### src/hdl/pfx_pkg.sv
`timescale 1ns / 1ps
// Shared types, constants and helpers of the postfix expression evaluator.
// Used by pfx_alu and postfix_expression_evaluator_top; no dependencies.

package pfx_pkg;

   // Sizing
   localparam int STACK_DEPTH  = 16;
   localparam int VALUE_WIDTH  = 32;
   localparam int RESULT_WIDTH = 32;
   localparam int ADDR_WIDTH   = (STACK_DEPTH > 1) ? $clog2(STACK_DEPTH) : 1;
   localparam int COUNT_WIDTH  = $clog2(STACK_DEPTH + 1);
   localparam int DIV_CNT_WIDTH = $clog2(VALUE_WIDTH);

   // Character codes
   localparam logic [7:0] CHAR_PLUS  = 8'h2B;
   localparam logic [7:0] CHAR_MINUS = 8'h2D;
   localparam logic [7:0] CHAR_STAR  = 8'h2A;
   localparam logic [7:0] CHAR_SLASH = 8'h2F;
   localparam logic [7:0] CHAR_ZERO  = 8'h30;
   localparam logic [7:0] CHAR_NINE  = 8'h39;

   typedef enum logic [2:0] {
      STATUS_OK        = 3'd0,
      STATUS_UNDERFLOW = 3'd1,
      STATUS_OVERFLOW  = 3'd2,
      STATUS_DIV_ZERO  = 3'd3,
      STATUS_BAD_CHAR  = 3'd4
   } status_type;

   typedef enum logic [1:0] {
      ALU_OP_ADD,
      ALU_OP_SUB,
      ALU_OP_MUL,
      ALU_OP_DIV
   } alu_op_type;

   typedef struct packed {
      logic                   start;
      alu_op_type             op;
      logic [VALUE_WIDTH-1:0] lhs;
      logic [VALUE_WIDTH-1:0] rhs;
   } alu_req_type;

   typedef struct packed {
      logic                   done;
      logic [VALUE_WIDTH-1:0] result;
   } alu_rsp_type;

   typedef struct packed {
      logic [7:0] char_code;
      logic       end_of_expr;
   } req_payload_type;

   typedef struct packed {
      logic signed [RESULT_WIDTH-1:0] result_value;
      logic [2:0]                     status;
   } rsp_payload_type;

   typedef enum logic [2:0] {
      ST_IDLE,
      ST_EXEC,
      ST_RD_RHS,
      ST_RD_LHS,
      ST_ALU_RUN,
      ST_CHECK_END,
      ST_RESULT
   } ctl_state_type;

   typedef enum logic [2:0] {
      ALU_IDLE,
      ALU_DIV,
      ALU_FIX,
      ALU_DONE
   } alu_state_type;

   // Sign-extend or truncate a stack value to the result width.
   function automatic logic signed [RESULT_WIDTH-1:0] to_result(
      input logic [VALUE_WIDTH-1:0] value);
      logic signed [VALUE_WIDTH-1:0] sval;
      sval = value;
      return RESULT_WIDTH'(sval);
   endfunction

endpackage

### src/hdl/pfx_alu.sv
`timescale 1ns / 1ps
// Shared arithmetic unit: add, subtract, multiply and a radix-2 restoring
// divider that truncates toward zero. Depends on pfx_pkg.

module pfx_alu (
   input  logic                clock,
   input  logic                reset,
   input  pfx_pkg::alu_req_type alu_req,
   output pfx_pkg::alu_rsp_type alu_rsp
);

   localparam int W = pfx_pkg::VALUE_WIDTH;

   pfx_pkg::alu_state_type state_ff, state_in;

   logic [W-1:0]                      result_ff, result_in;
   logic [W-1:0]                      rem_ff, rem_in;
   logic [W-1:0]                      quo_ff, quo_in;
   logic [W-1:0]                      dvs_ff, dvs_in;
   logic                              neg_ff, neg_in;
   logic [pfx_pkg::DIV_CNT_WIDTH-1:0] cnt_ff, cnt_in;

   logic [W-1:0] lhs_mag, rhs_mag, product;
   logic [W:0]   shifted, trial;

   assign lhs_mag = alu_req.lhs[W-1] ? (W'(0) - alu_req.lhs) : alu_req.lhs;
   assign rhs_mag = alu_req.rhs[W-1] ? (W'(0) - alu_req.rhs) : alu_req.rhs;
   assign product = alu_req.lhs * alu_req.rhs;   // low bits only

   // One divider step: bring down next dividend bit, trial subtract.
   assign shifted = {rem_ff, quo_ff[W-1]};
   assign trial   = shifted - {1'b0, dvs_ff};

   always_ff @(posedge clock) begin
      if (reset) begin
         state_ff <= pfx_pkg::ALU_IDLE;
      end else begin
         state_ff <= state_in;
      end
      result_ff <= result_in;
      rem_ff    <= rem_in;
      quo_ff    <= quo_in;
      dvs_ff    <= dvs_in;
      neg_ff    <= neg_in;
      cnt_ff    <= cnt_in;
   end

   always_comb begin
      state_in  = state_ff;
      result_in = result_ff;
      rem_in    = rem_ff;
      quo_in    = quo_ff;
      dvs_in    = dvs_ff;
      neg_in    = neg_ff;
      cnt_in    = cnt_ff;
      alu_rsp.done   = 1'b0;
      alu_rsp.result = result_ff;
      case (state_ff)
         pfx_pkg::ALU_IDLE: begin
            if (alu_req.start) begin
               case (alu_req.op)
                  pfx_pkg::ALU_OP_ADD: begin
                     result_in = alu_req.lhs + alu_req.rhs;
                     state_in  = pfx_pkg::ALU_DONE;
                  end
                  pfx_pkg::ALU_OP_SUB: begin
                     result_in = alu_req.lhs - alu_req.rhs;
                     state_in  = pfx_pkg::ALU_DONE;
                  end
                  pfx_pkg::ALU_OP_MUL: begin
                     result_in = product;
                     state_in  = pfx_pkg::ALU_DONE;
                  end
                  default: begin
                     rem_in   = '0;
                     quo_in   = lhs_mag;
                     dvs_in   = rhs_mag;
                     neg_in   = alu_req.lhs[W-1] ^ alu_req.rhs[W-1];
                     cnt_in   = '0;
                     state_in = pfx_pkg::ALU_DIV;
                  end
               endcase
            end
         end
         pfx_pkg::ALU_DIV: begin
            if (!trial[W]) begin
               rem_in = trial[W-1:0];
               quo_in = {quo_ff[W-2:0], 1'b1};
            end else begin
               rem_in = shifted[W-1:0];
               quo_in = {quo_ff[W-2:0], 1'b0};
            end
            cnt_in = cnt_ff + pfx_pkg::DIV_CNT_WIDTH'(1);
            if (cnt_ff == pfx_pkg::DIV_CNT_WIDTH'(W - 1)) begin
               state_in = pfx_pkg::ALU_FIX;
            end
         end
         pfx_pkg::ALU_FIX: begin
            // Min value / -1 falls out as the min value again.
            result_in = neg_ff ? (W'(0) - quo_ff) : quo_ff;
            state_in  = pfx_pkg::ALU_DONE;
         end
         pfx_pkg::ALU_DONE: begin
            alu_rsp.done = 1'b1;
            state_in     = pfx_pkg::ALU_IDLE;
         end
         default: begin
            state_in = pfx_pkg::ALU_IDLE;
         end
      endcase
   end

endmodule

### src/hdl/postfix_expression_evaluator_top.sv
`timescale 1ns / 1ps
// Top level of the postfix (RPN) expression evaluator: control sequencer,
// operand stack memory and output register. Depends on pfx_pkg and pfx_alu.

// One beat on req_ carries one ASCII character of a postfix expression; the
// beat flagged end_of_expr closes the expression and produces exactly one
// beat on rsp_ with the top-of-stack value and a status (0 ok, 1 underflow,
// 2 overflow, 3 divide by zero, 4 bad character; value is 0 on any error).
// Digits push, + - * / pop two and push one, all with wrap-around 32-bit
// two's complement; division truncates toward zero. The first error of an
// expression sticks and the rest of its characters are skipped. The block
// handles one character at a time and drops req_ready while it works;
// / runs the bit-serial divider in the shared ALU (one quotient bit per
// cycle). The closing character then goes on to load the output register,
// and waits there only if the previous response has not yet been taken.
// The stack sits in a small memory with one write and one registered read
// port, so each operand comes through that read register. No clearing
// pass is needed after reset.

module postfix_expression_evaluator_top (
   input  logic                     clock,
   input  logic                     reset,
   input  logic                     req_valid,
   output logic                     req_ready,
   input  pfx_pkg::req_payload_type req_data,
   output logic                     rsp_valid,
   input  logic                     rsp_ready,
   output pfx_pkg::rsp_payload_type rsp_data
);

   localparam int W  = pfx_pkg::VALUE_WIDTH;
   localparam int AW = pfx_pkg::ADDR_WIDTH;
   localparam int CW = pfx_pkg::COUNT_WIDTH;

   pfx_pkg::ctl_state_type state_ff, state_in;

   logic [7:0]          char_ff, char_in;
   logic                last_ff, last_in;
   logic [CW-1:0]       count_ff, count_in;
   pfx_pkg::status_type err_ff, err_in;
   logic [W-1:0]        rhs_ff, rhs_in;

   logic                     rsp_valid_ff, rsp_valid_in;
   pfx_pkg::rsp_payload_type rsp_data_ff, rsp_data_in;
   logic                     rsp_load;

   // Operand stack memory
   logic [W-1:0]  stack_mem [pfx_pkg::STACK_DEPTH];
   logic [W-1:0]  rd_data_ff;
   logic [AW-1:0] rd_addr;
   logic          wr_en;
   logic [AW-1:0] wr_addr;
   logic [W-1:0]  wr_data;

   logic [CW-1:0] count_m1, count_m2;
   logic          is_digit, is_oper;
   pfx_pkg::alu_op_type alu_op;

   pfx_pkg::alu_req_type alu_req;
   pfx_pkg::alu_rsp_type alu_rsp;

   pfx_alu u_alu (
      .clock   (clock),
      .reset   (reset),
      .alu_req (alu_req),
      .alu_rsp (alu_rsp)
   );

   assign count_m1 = count_ff - CW'(1);
   assign count_m2 = count_ff - CW'(2);

   assign is_digit = char_ff inside {[pfx_pkg::CHAR_ZERO:pfx_pkg::CHAR_NINE]};
   assign is_oper  = (char_ff == pfx_pkg::CHAR_PLUS)  || (char_ff == pfx_pkg::CHAR_MINUS) ||
                     (char_ff == pfx_pkg::CHAR_STAR)  || (char_ff == pfx_pkg::CHAR_SLASH);

   always_comb begin
      case (char_ff)
         pfx_pkg::CHAR_PLUS:  alu_op = pfx_pkg::ALU_OP_ADD;
         pfx_pkg::CHAR_MINUS: alu_op = pfx_pkg::ALU_OP_SUB;
         pfx_pkg::CHAR_STAR:  alu_op = pfx_pkg::ALU_OP_MUL;
         default:             alu_op = pfx_pkg::ALU_OP_DIV;
      endcase
   end

   always_ff @(posedge clock) begin
      if (wr_en) begin
         stack_mem[wr_addr] <= wr_data;
      end
      rd_data_ff <= stack_mem[rd_addr];
   end

   always_ff @(posedge clock) begin
      if (reset) begin
         state_ff     <= pfx_pkg::ST_IDLE;
         count_ff     <= '0;
         err_ff       <= pfx_pkg::STATUS_OK;
         rsp_valid_ff <= 1'b0;
      end else begin
         state_ff     <= state_in;
         count_ff     <= count_in;
         err_ff       <= err_in;
         rsp_valid_ff <= rsp_valid_in;
      end
      char_ff     <= char_in;
      last_ff     <= last_in;
      rhs_ff      <= rhs_in;
      rsp_data_ff <= rsp_data_in;
   end

   // Sequencer: next state, stack port control, ALU launch, response load.
   always_comb begin
      state_in  = state_ff;
      char_in   = char_ff;
      last_in   = last_ff;
      count_in  = count_ff;
      err_in    = err_ff;
      rhs_in    = rhs_ff;
      req_ready = 1'b0;
      rsp_load  = 1'b0;
      rd_addr   = count_m1[AW-1:0];   // top of stack by default
      wr_en     = 1'b0;
      wr_addr   = count_ff[AW-1:0];
      // '0'..'9' carry their value in the low nibble
      wr_data   = {{(W-4){1'b0}}, char_ff[3:0]};
      alu_req.start = 1'b0;
      alu_req.op    = alu_op;
      alu_req.lhs   = rd_data_ff;
      alu_req.rhs   = rhs_ff;
      case (state_ff)
         pfx_pkg::ST_IDLE: begin
            req_ready = 1'b1;
            if (req_valid) begin
               char_in  = req_data.char_code;
               last_in  = req_data.end_of_expr;
               state_in = pfx_pkg::ST_EXEC;
            end
         end
         pfx_pkg::ST_EXEC: begin
            state_in = pfx_pkg::ST_CHECK_END;
            if (err_ff == pfx_pkg::STATUS_OK) begin
               if (is_digit) begin
                  if (count_ff == CW'(pfx_pkg::STACK_DEPTH)) begin
                     err_in = pfx_pkg::STATUS_OVERFLOW;
                  end else begin
                     wr_en    = 1'b1;
                     count_in = count_ff + CW'(1);
                  end
               end else if (!is_oper) begin
                  err_in = pfx_pkg::STATUS_BAD_CHAR;
               end else if (count_ff < CW'(2)) begin
                  err_in = pfx_pkg::STATUS_UNDERFLOW;
               end else begin
                  state_in = pfx_pkg::ST_RD_RHS;   // rhs read issued here
               end
            end
         end
         pfx_pkg::ST_RD_RHS: begin
            rhs_in   = rd_data_ff;
            rd_addr  = count_m2[AW-1:0];
            state_in = pfx_pkg::ST_RD_LHS;
         end
         pfx_pkg::ST_RD_LHS: begin
            rd_addr = count_m2[AW-1:0];
            if ((alu_op == pfx_pkg::ALU_OP_DIV) && (rhs_ff == '0)) begin
               err_in   = pfx_pkg::STATUS_DIV_ZERO;
               state_in = pfx_pkg::ST_CHECK_END;
            end else begin
               alu_req.start = 1'b1;
               state_in      = pfx_pkg::ST_ALU_RUN;
            end
         end
         pfx_pkg::ST_ALU_RUN: begin
            if (alu_rsp.done) begin
               wr_en    = 1'b1;
               wr_addr  = count_m2[AW-1:0];
               wr_data  = alu_rsp.result;
               count_in = count_m1;
               state_in = pfx_pkg::ST_CHECK_END;
            end
         end
         pfx_pkg::ST_CHECK_END: begin
            // Top-of-stack read issued here lands in rd_data_ff for RESULT.
            if (!last_ff) begin
               state_in = pfx_pkg::ST_IDLE;
            end else begin
               if ((err_ff == pfx_pkg::STATUS_OK) && (count_ff == '0)) begin
                  err_in = pfx_pkg::STATUS_UNDERFLOW;
               end
               state_in = pfx_pkg::ST_RESULT;
            end
         end
         pfx_pkg::ST_RESULT: begin
            if (!rsp_valid_ff || rsp_ready) begin
               rsp_load = 1'b1;
               count_in = '0;
               err_in   = pfx_pkg::STATUS_OK;
               state_in = pfx_pkg::ST_IDLE;
            end
         end
         default: begin
            state_in = pfx_pkg::ST_IDLE;
         end
      endcase
   end

   // Output register
   always_comb begin
      rsp_valid_in = rsp_valid_ff;
      rsp_data_in  = rsp_data_ff;
      if (rsp_load) begin
         rsp_valid_in = 1'b1;
         rsp_data_in.status = err_ff;
         rsp_data_in.result_value = (err_ff == pfx_pkg::STATUS_OK) ?
                                    pfx_pkg::to_result(rd_data_ff) : '0;
      end else if (rsp_ready) begin
         rsp_valid_in = 1'b0;
      end
   end

   assign rsp_valid = rsp_valid_ff;
   assign rsp_data  = rsp_data_ff;

`ifndef SYNTHESIS
   a_count_in_range: assert property (@(posedge clock) disable iff (reset)
      count_ff <= CW'(pfx_pkg::STACK_DEPTH))
      else $error("stack count beyond depth");

   a_alu_needs_two: assert property (@(posedge clock) disable iff (reset)
      alu_req.start |-> (count_ff >= CW'(2)) && (err_ff == pfx_pkg::STATUS_OK))
      else $error("ALU launched without two operands or after an error");

   a_error_zero_value: assert property (@(posedge clock) disable iff (reset)
      (rsp_valid && (rsp_data.status != pfx_pkg::STATUS_OK)) |->
         (rsp_data.result_value == '0))
      else $error("nonzero value reported with an error status");

   a_clear_after_rsp: assert property (@(posedge clock) disable iff (reset)
      rsp_load |=> (count_ff == '0) && (err_ff == pfx_pkg::STATUS_OK) && rsp_valid_ff)
      else $error("expression state not cleared after response");

   a_push_not_full: assert property (@(posedge clock) disable iff (reset)
      (wr_en && (state_ff == pfx_pkg::ST_EXEC)) |->
         (count_ff < CW'(pfx_pkg::STACK_DEPTH)))
      else $error("push into a full stack");
`endif

endmodule

### config.mk
export PLATFORM = sky130hd
export DESIGN_NAME = postfix_expression_evaluator_top
export DESIGN_NICKNAME = d
export VERILOG_FILES = /design/src/hdl/pfx_pkg.sv /design/src/hdl/pfx_alu.sv /design/src/hdl/postfix_expression_evaluator_top.sv
export SDC_FILE = /design/constraint.sdc
export NUM_CORES = 2
export LEC_CHECK = 0
export ABC_AREA = 1
export BUFFER_PORTS_ARGS = -buffer_cell sky130_fd_sc_hd__buf_2
export CELL_PAD_IN_SITES_DETAIL_PLACEMENT = 1
export CELL_PAD_IN_SITES_GLOBAL_PLACEMENT = 2
export CORE_MARGIN = 5
export CORE_UTILIZATION = 42
export DETAILED_ROUTE_END_ITERATION = 8
export PLACE_DENSITY = 0.84
export SLEW_MARGIN = 20
export SYNTH_ARGS = -nofsm -noshare
export SYNTH_HDL_FRONTEND = slang
export SYNTH_SLANG_ARGS = --single-unit
### constraint.sdc
create_clock -name clock -period 9.5 [get_ports clock]
set_input_delay 0.95 -clock clock [delete_from_list [all_inputs] [get_ports clock]]
set_output_delay 0.95 -clock clock [all_outputs]
set_load 0.02 [all_outputs]
# Word-level counts from Yosys, hierarchy flattened
# Memories as Yosys holds them, arrays and structs flattened. A register that Yosys moved wholly into a read port is not among the register bits.
# Cells that the tools add are included.
[totals]
regBits = 225
latch_bits = 0
mem_bits_rw = 512
mem_bits_ro = 0
input_bits = 13
output_inout_bits = 37
elab_cells = 163
n_memories = 1
[memory_table]
columns = ["memory", "depth", "word_bits", "rd", "rd_ports_with_merged_regs", "write_ports", "line", "source"]
rows = [
  ["stack_mem", 16, 32, 1, 1, 1, "postfix_expression_evaluator_top.sv:48", "logic [W-1:0] stack_mem [pfx_pkg::STACK_DEPTH];"],
]
[classes]
n_addsub = 10
mul = 1
div = 0
magnitude_cmp = 3
n_eq_ne = 33
n_shift = 0
n_mux = 67
n_bitwise = 2
n_reduce_logical = 29
[op_table]
columns = ["op", "n"]
rows = [
  ["32-bit two-way mux", 10],
  ["32-bit one-hot mux with 2 select lines", 3],
  ["32-bit one-hot mux with 3 select lines", 1],
  ["1-bit by 32-bit subtractor with 32-bit output (first input constant)", 3],
  ["3-bit two-way mux", 18],
  ["5-bit two-way mux", 7],
  ["33-bit by 32-bit subtractor with 33-bit output", 1],
  ["32-bit adder", 1],
  ["8-bit by 6-bit equality test with 1-bit output (second input constant)", 4],
  ["32-bit zero test", 1],
  ["32-bit by 32-bit multiplier with 32-bit output", 1],
  ["32-bit subtractor", 1],
  ["31-bit two-way mux", 1],
  ["2-bit != test (second input constant)", 11],
  ["3-bit one-hot mux with 7 select lines", 1],
  ["1-bit two-way mux", 16],
  ["5-bit one-hot mux with 3 select lines", 1],
  ["3-bit by 2-bit equality test with 1-bit output (second input constant)", 4],
  ["4-bit two-way mux", 3],
  ["3-bit one-hot mux with 4 select lines", 1],
  ["3-bit AND reduction", 4],
  ["5-bit by 1-bit adder with 5-bit output (second input constant)", 2],
  ["5-bit equality test (second input constant)", 2],
  ["5-bit one-hot mux with 2 select lines", 1],
  ["other kinds (32)", 47],
]

# Depth between registers and ports, before layout
[logic_depth]
word_depth = 8
ltp_mapped = 35
ltp_nobuf = 33

# By module
# From an unflattened synthesis, not the netlist that was laid out.
[hier_totals]
hier_cells = 6041
area_unflattened_um2 = 54352.1
[modules_own_cells]
columns = ["mod", "n_inst", "cells_per_inst", "area_each_um2", "seq_area_each_um2"]
rows = [
  ["pfx_alu", 1, 4034, 29215.5, 4063.9],
  ["postfix_expression_evaluator_top", 1, 2007, 25136.6, 18537.8],
]

# Worst setup path before layout
# No wires, ideal clock.
[synth_path]
kind = "flip-flop to flip-flop"
start = "register rhs_ff[6]"
end = "register u_alu.result_ff[26], data pin"
setup_ps = 253
arrival_time_ps = 6549
t_required_ps = 9247
setup_slack_ps = 2698
stages_incl_launch_ff = 29
path_buffers = 2
period_less_slack_ps = 6802
path_cell_list = "edfxtp_1 -> clkbuf_1 -> buf_1 -> nand2_1 -> inv_1 -> fa_1 -> fa_1 -> fa_1 -> inv_1 -> fa_1 -> inv_1 -> fa_1 -> inv_1 -> fa_1 -> inv_1 -> fa_1 -> fa_1 -> ha_1 -> nand3_1 -> nor2_1 -> nand4_1 -> nand3_1 -> a21o_1 -> a21oi_1 -> or2_2 -> nand3_1 -> nand2_1 -> nand2_1 -> nand2_1"
[synth_between]
elab_chain_len = 4
elab_cells_between_ends = 6
classes_between = "add/sub: 2; mul: 1; mux: 3"
[synth_rtl]
columns = ["item", "line", "source"]
rows = [
  ["from (decl)", "postfix_expression_evaluator_top.sv:41", "logic [W-1:0] rhs_ff, rhs_in;"],
  ["from (signal assigned)", "postfix_expression_evaluator_top.sv:106", "rhs_ff <= rhs_in;"],
  ["32-bit by 32-bit multiplier with 32-bit output, or another cell as far along", "pfx_alu.sv:28", "assign product = alu_req.lhs * alu_req.rhs;"],
  ["32-bit one-hot mux with 3 select lines *", "pfx_alu.sv:61", "case (alu_req.op)"],
  ["32-bit two-way mux *", "pfx_alu.sv:60", "if (alu_req.start) begin"],
  ["32-bit one-hot mux with 2 select lines *", "pfx_alu.sv:58", "case (state_ff)"],
  ["named net u_alu.result_in[26]", "pfx_alu.sv:16", "logic [W-1:0] result_ff, result_in;"],
  ["to (signal assigned)", "pfx_alu.sv:40", "result_ff <= result_in;"],
  ["to (decl)", "pfx_alu.sv:16", ""],
]
# Mark *: on every way through the listed nets, which the timed path passes. The rest lies on a longest branch. The select of a mux whose other input is x is not followed.
# A chain may end at the register's enable or synchronous reset.

# Final worst setup path
[layout_path]
start = "register rd_data_ff[8], read port of stack_mem"
end = "register u_alu.result_ff[25], data pin"
[layout_between]
elab_chain_len = 4
elab_cells_between_ends = 6
classes_between = "add/sub: 2; mul: 1; mux: 3"
[layout_rtl]
columns = ["item", "line", "source"]
rows = [
  ["from (decl)", "postfix_expression_evaluator_top.sv:49", "logic [W-1:0] rd_data_ff;"],
  ["32-bit by 32-bit multiplier with 32-bit output, or another cell as far along", "pfx_alu.sv:28", ""],
  ["32-bit one-hot mux with 3 select lines *", "pfx_alu.sv:61", ""],
  ["32-bit two-way mux *", "pfx_alu.sv:60", ""],
  ["32-bit one-hot mux with 2 select lines *", "pfx_alu.sv:58", ""],
  ["named net u_alu.result_in[25]", "pfx_alu.sv:16", ""],
]
# Marked as above.

==> results by group <==
Status
  • Status: completed

Critical path
  • WP data arrival: 8720 ps
  • CP Class: flip-flop to flip-flop
  • Critical Path Fanout Max: 19
  • CP top delay family: adder cells
  • CP max-delay cell: dfxtp_1
  • Crit end category: flip-flop
  • Startpoint Class: flip-flop
  • FF-to-FF Start: rd_data_ff[8]
  • Crit path top cell by count: fa_1
  • Worst EP required: 9890 ps
  • Max incr delay on CP: 930 ps
  • WP buf/inv: 7
  • CP startpoint: rd_data_ff[8]

GRT
  • Largest net degree at the start of global routing: between 100 and 150
  • Initial antenna violation count: 14
  • GRT Total Usage: 27.1%
  • Remaining global-route overflow: 0
  • First-pass GRT wire length: 278,000 µm
  • Vias in the first global route: 44,228

Floorplanning
  • Chip height: 367 µm
  • FP Rows: 131
  • Core ar.: 0.127 mm²
  • Starting density of the core: a little over two fifths
  • Die area: 0.135 mm²
  • Die Wd: 367 µm
  • I/O pin total: 50

CTS
  • Number of CTS-inserted buffers: 86
  • Worst skew pair latency: approximately 700 ps
  • CTS HTree Levels: 3
  • Clock-pin transition on the worst setup and hold timing paths: approximately 60 ps
  • Clk root buf: clkbuf_16
  • CTS Sinks: ~770
  • Clock Path Buffers: 3
  • CTS tree: done
  • Resize count post-CTS: 0
  • # hold bufs at CTS: 0
  • Postcts setup bufs: 0

Layout
  • FILL cells: 14,506
  • Multi-input logic area: around 0.026 mm²
  • Register area: 0.0226 mm²
  • Final #Nets: about 6,500
  • Commonest cells after routing, fill and taps aside: nand2_1, inv_1, edfxtp_1
  • Share of cells above drive strength 1: 6.73%
  • Finished Core Util: 46.2%
  • Leading cell type in the layout, fill and taps excluded: nand2_1
  • Area growth syn-to-layout: 9.65%

Placement
  • GP Congestion: 0.914
  • DPL Wire Length: roughly 130,000 µm
  • Buffers on Ports: 49

Run
  • Max cap viols: 0

Synth
  • Synth Register Bits: roughly 770
  • Mapped Avg Cell Area: 9.05 µm²
  • Sequential share of the synthesized area: between 40% and 50%
  • Mapped Cells: 5,914
  • Cell variety after synth: 60
  • Netlist Area Pre-Place: approximately 0.054 mm²
  • Post-synthesis net count: roughly 6,500
  • Synth warn: 0

Detailed routing
  • Drt pass-1 iters: 6
  • DRC: 0
  • WL/cell: 24.3 µm
  • Vias: 41,868
  • DRT iter0 DRCs: 3,453
  • Via/cell ratio: 5.51
  • DRT antenna net count: 0
  • Final WL: 185,000 µm

Min path
  • Hold_sp: req_data[3]
  • Hold Path Class: input pin to flip-flop

STA
  • Worst-margin pin slew: between 1000 and 1500 ps
  • Setup violations, final: 0
  • RSZ-0062 raised after global routing: no
  • Tmin final: 8320 ps
  • Final TNS setup: 0 ps
  • Rel. slew slack: 20.3%
  • Final slew viol count: 0
  • Hold Fails Final Rpt: 0
  • FMAX: 120 MHz
  • Post-route clock skew: 69.1 ps
  • Period utilization: 87.6%
cell type report:
| class | instances | share of cell area [%] |
|---|---|---|
| multi-input combinational | 3787 | 44.2 |
| sequential | 768 | 38.5 |
| inverter | 1062 | 6.81 |
| clock buffer | 107 | 3.89 |
| tap | 1662 | 3.54 |
| timing repair buffer | 157 | 1.85 |
| clock inverter | 52 | 1.14 |
| antenna | 8 | 0.0341 |
final timing paths:
path | end | cells after the start | slack (ps)
min | char_ff[2] | 1 | 420
min reg2reg | rsp_data[2] | 0 | 480
max reg2reg | u_alu.result_ff[25] | 26 | 1180
max | u_alu.result_ff[25] | 26 | 1180
metal layers:
metal	global-route usage (%)	vias up	share of wire [%]
met5	0	-	0.015
met1	35.5	21364	43
met3	3.07	322	4.9
met4	9.97	4	3.8
li1	-	18976	-
met2	46.4	1202	49
registers in the layout, summed over array words and instances (netlist names):
| signal | count |
|---|---|
| char_ff | 8 |
| stack_mem | 512 |
| rhs_ff | 32 |
| last_ff | 1 |
| count_ff | 5 |
| rsp_data | 35 |
| u_alu.state_ff | 2 |
| rsp_valid | 1 |
| state_ff | 3 |
| u_alu.dvs_ff | 32 |
| rd_data_ff | 32 |
| err_ff | 3 |
| u_alu.neg_ff | 1 |
| u_alu.quo_ff | 32 |
| u_alu.rem_ff | 32 |
| u_alu.cnt_ff | 5 |
| u_alu.result_ff | 32 |
logic make-up (layout without fill, tap and decap cells):
logic type	Yosys count	count (layout)	share of synthesized area, %
AO/OA/AOI/OAI	966	966	10.5
XOR/XNOR	99	99	1.62
adder cells (fa/ha/maj)	613	613	20.1
buffers and inverters	1359	1378	9.68
flip-flops	768	768	42.2
other	0	8	0
AND/OR/NAND/NOR	2109	2109	15.9
cell usage after synthesis (all sizes together):
master      n  area share (%)
o32ai       1           0.016
nand3     171             1.6
o21a       11            0.15
nor3       40            0.43
o2111a      1           0.021
a211oi      8            0.11
xnor2      31            0.51
a21o       17            0.25
nor4       10            0.12
dfxtp      46             1.7
o211ai     50            0.70
o22ai      49            0.57
buf        80            0.70
nand3b      7            0.12
nor2      639             4.6
ha        203             4.7
a22oi       2           0.028
o41ai       1           0.016
nand4      32            0.39
a221oi      5           0.082
a31oi      24            0.28
fa        410              15
a31o        1           0.016
edfxtp    722              41
a32oi       3           0.049
nand2    1196             8.4
inv      1057             7.4
o21bai      9            0.13
clkbuf    217             1.5
and3        1           0.012
o21ai     499             4.7
xor2       68             1.1
a21oi     190             1.8
o2bb2ai     1           0.016
o221ai     86             1.4
clkinv      5           0.037
a21boi      1           0.014
o31ai       5           0.070
a221o       1           0.019
o2111ai     1           0.016
or2        13            0.15
metrics by stage:
step           cell area (µm²)  worst slack, ps  hold slack [ps]  instances
6_report                 58700             1180              418       7603
5_1_grt                  58700              889              387       7595
4_1_cts                  58600             1260              372       7593
3_5_place_dp             55700             1260              453       7434
3_3_place_gp             55700             1310              449       7434
2_1_floorplan            53500             2700              406       5914
worst register-to-register path, stage by stage, from the launching register on:
cell and delay, ps:
dfxtp_1 930, buf_4 510, nand2_1 140, fa_1 410
inv_1 80, fa_1 430, fa_1 510, inv_1 50
fa_1 470, inv_1 50, fa_1 500, inv_1 60
fa_1 530, inv_1 50, fa_1 500, fa_1 420
ha_1 380, nand2_1 130, inv_1 90, nand2_1 50
nor3_1 500, nand4_1 250, nand3_1 250, a21o_1 160
a21oi_1 60, o21ai_0 330, a31oi_1 200
Power is not shown: default switching activity piles up to over one toggle a cycle in this logic, so the estimate is an artifact.
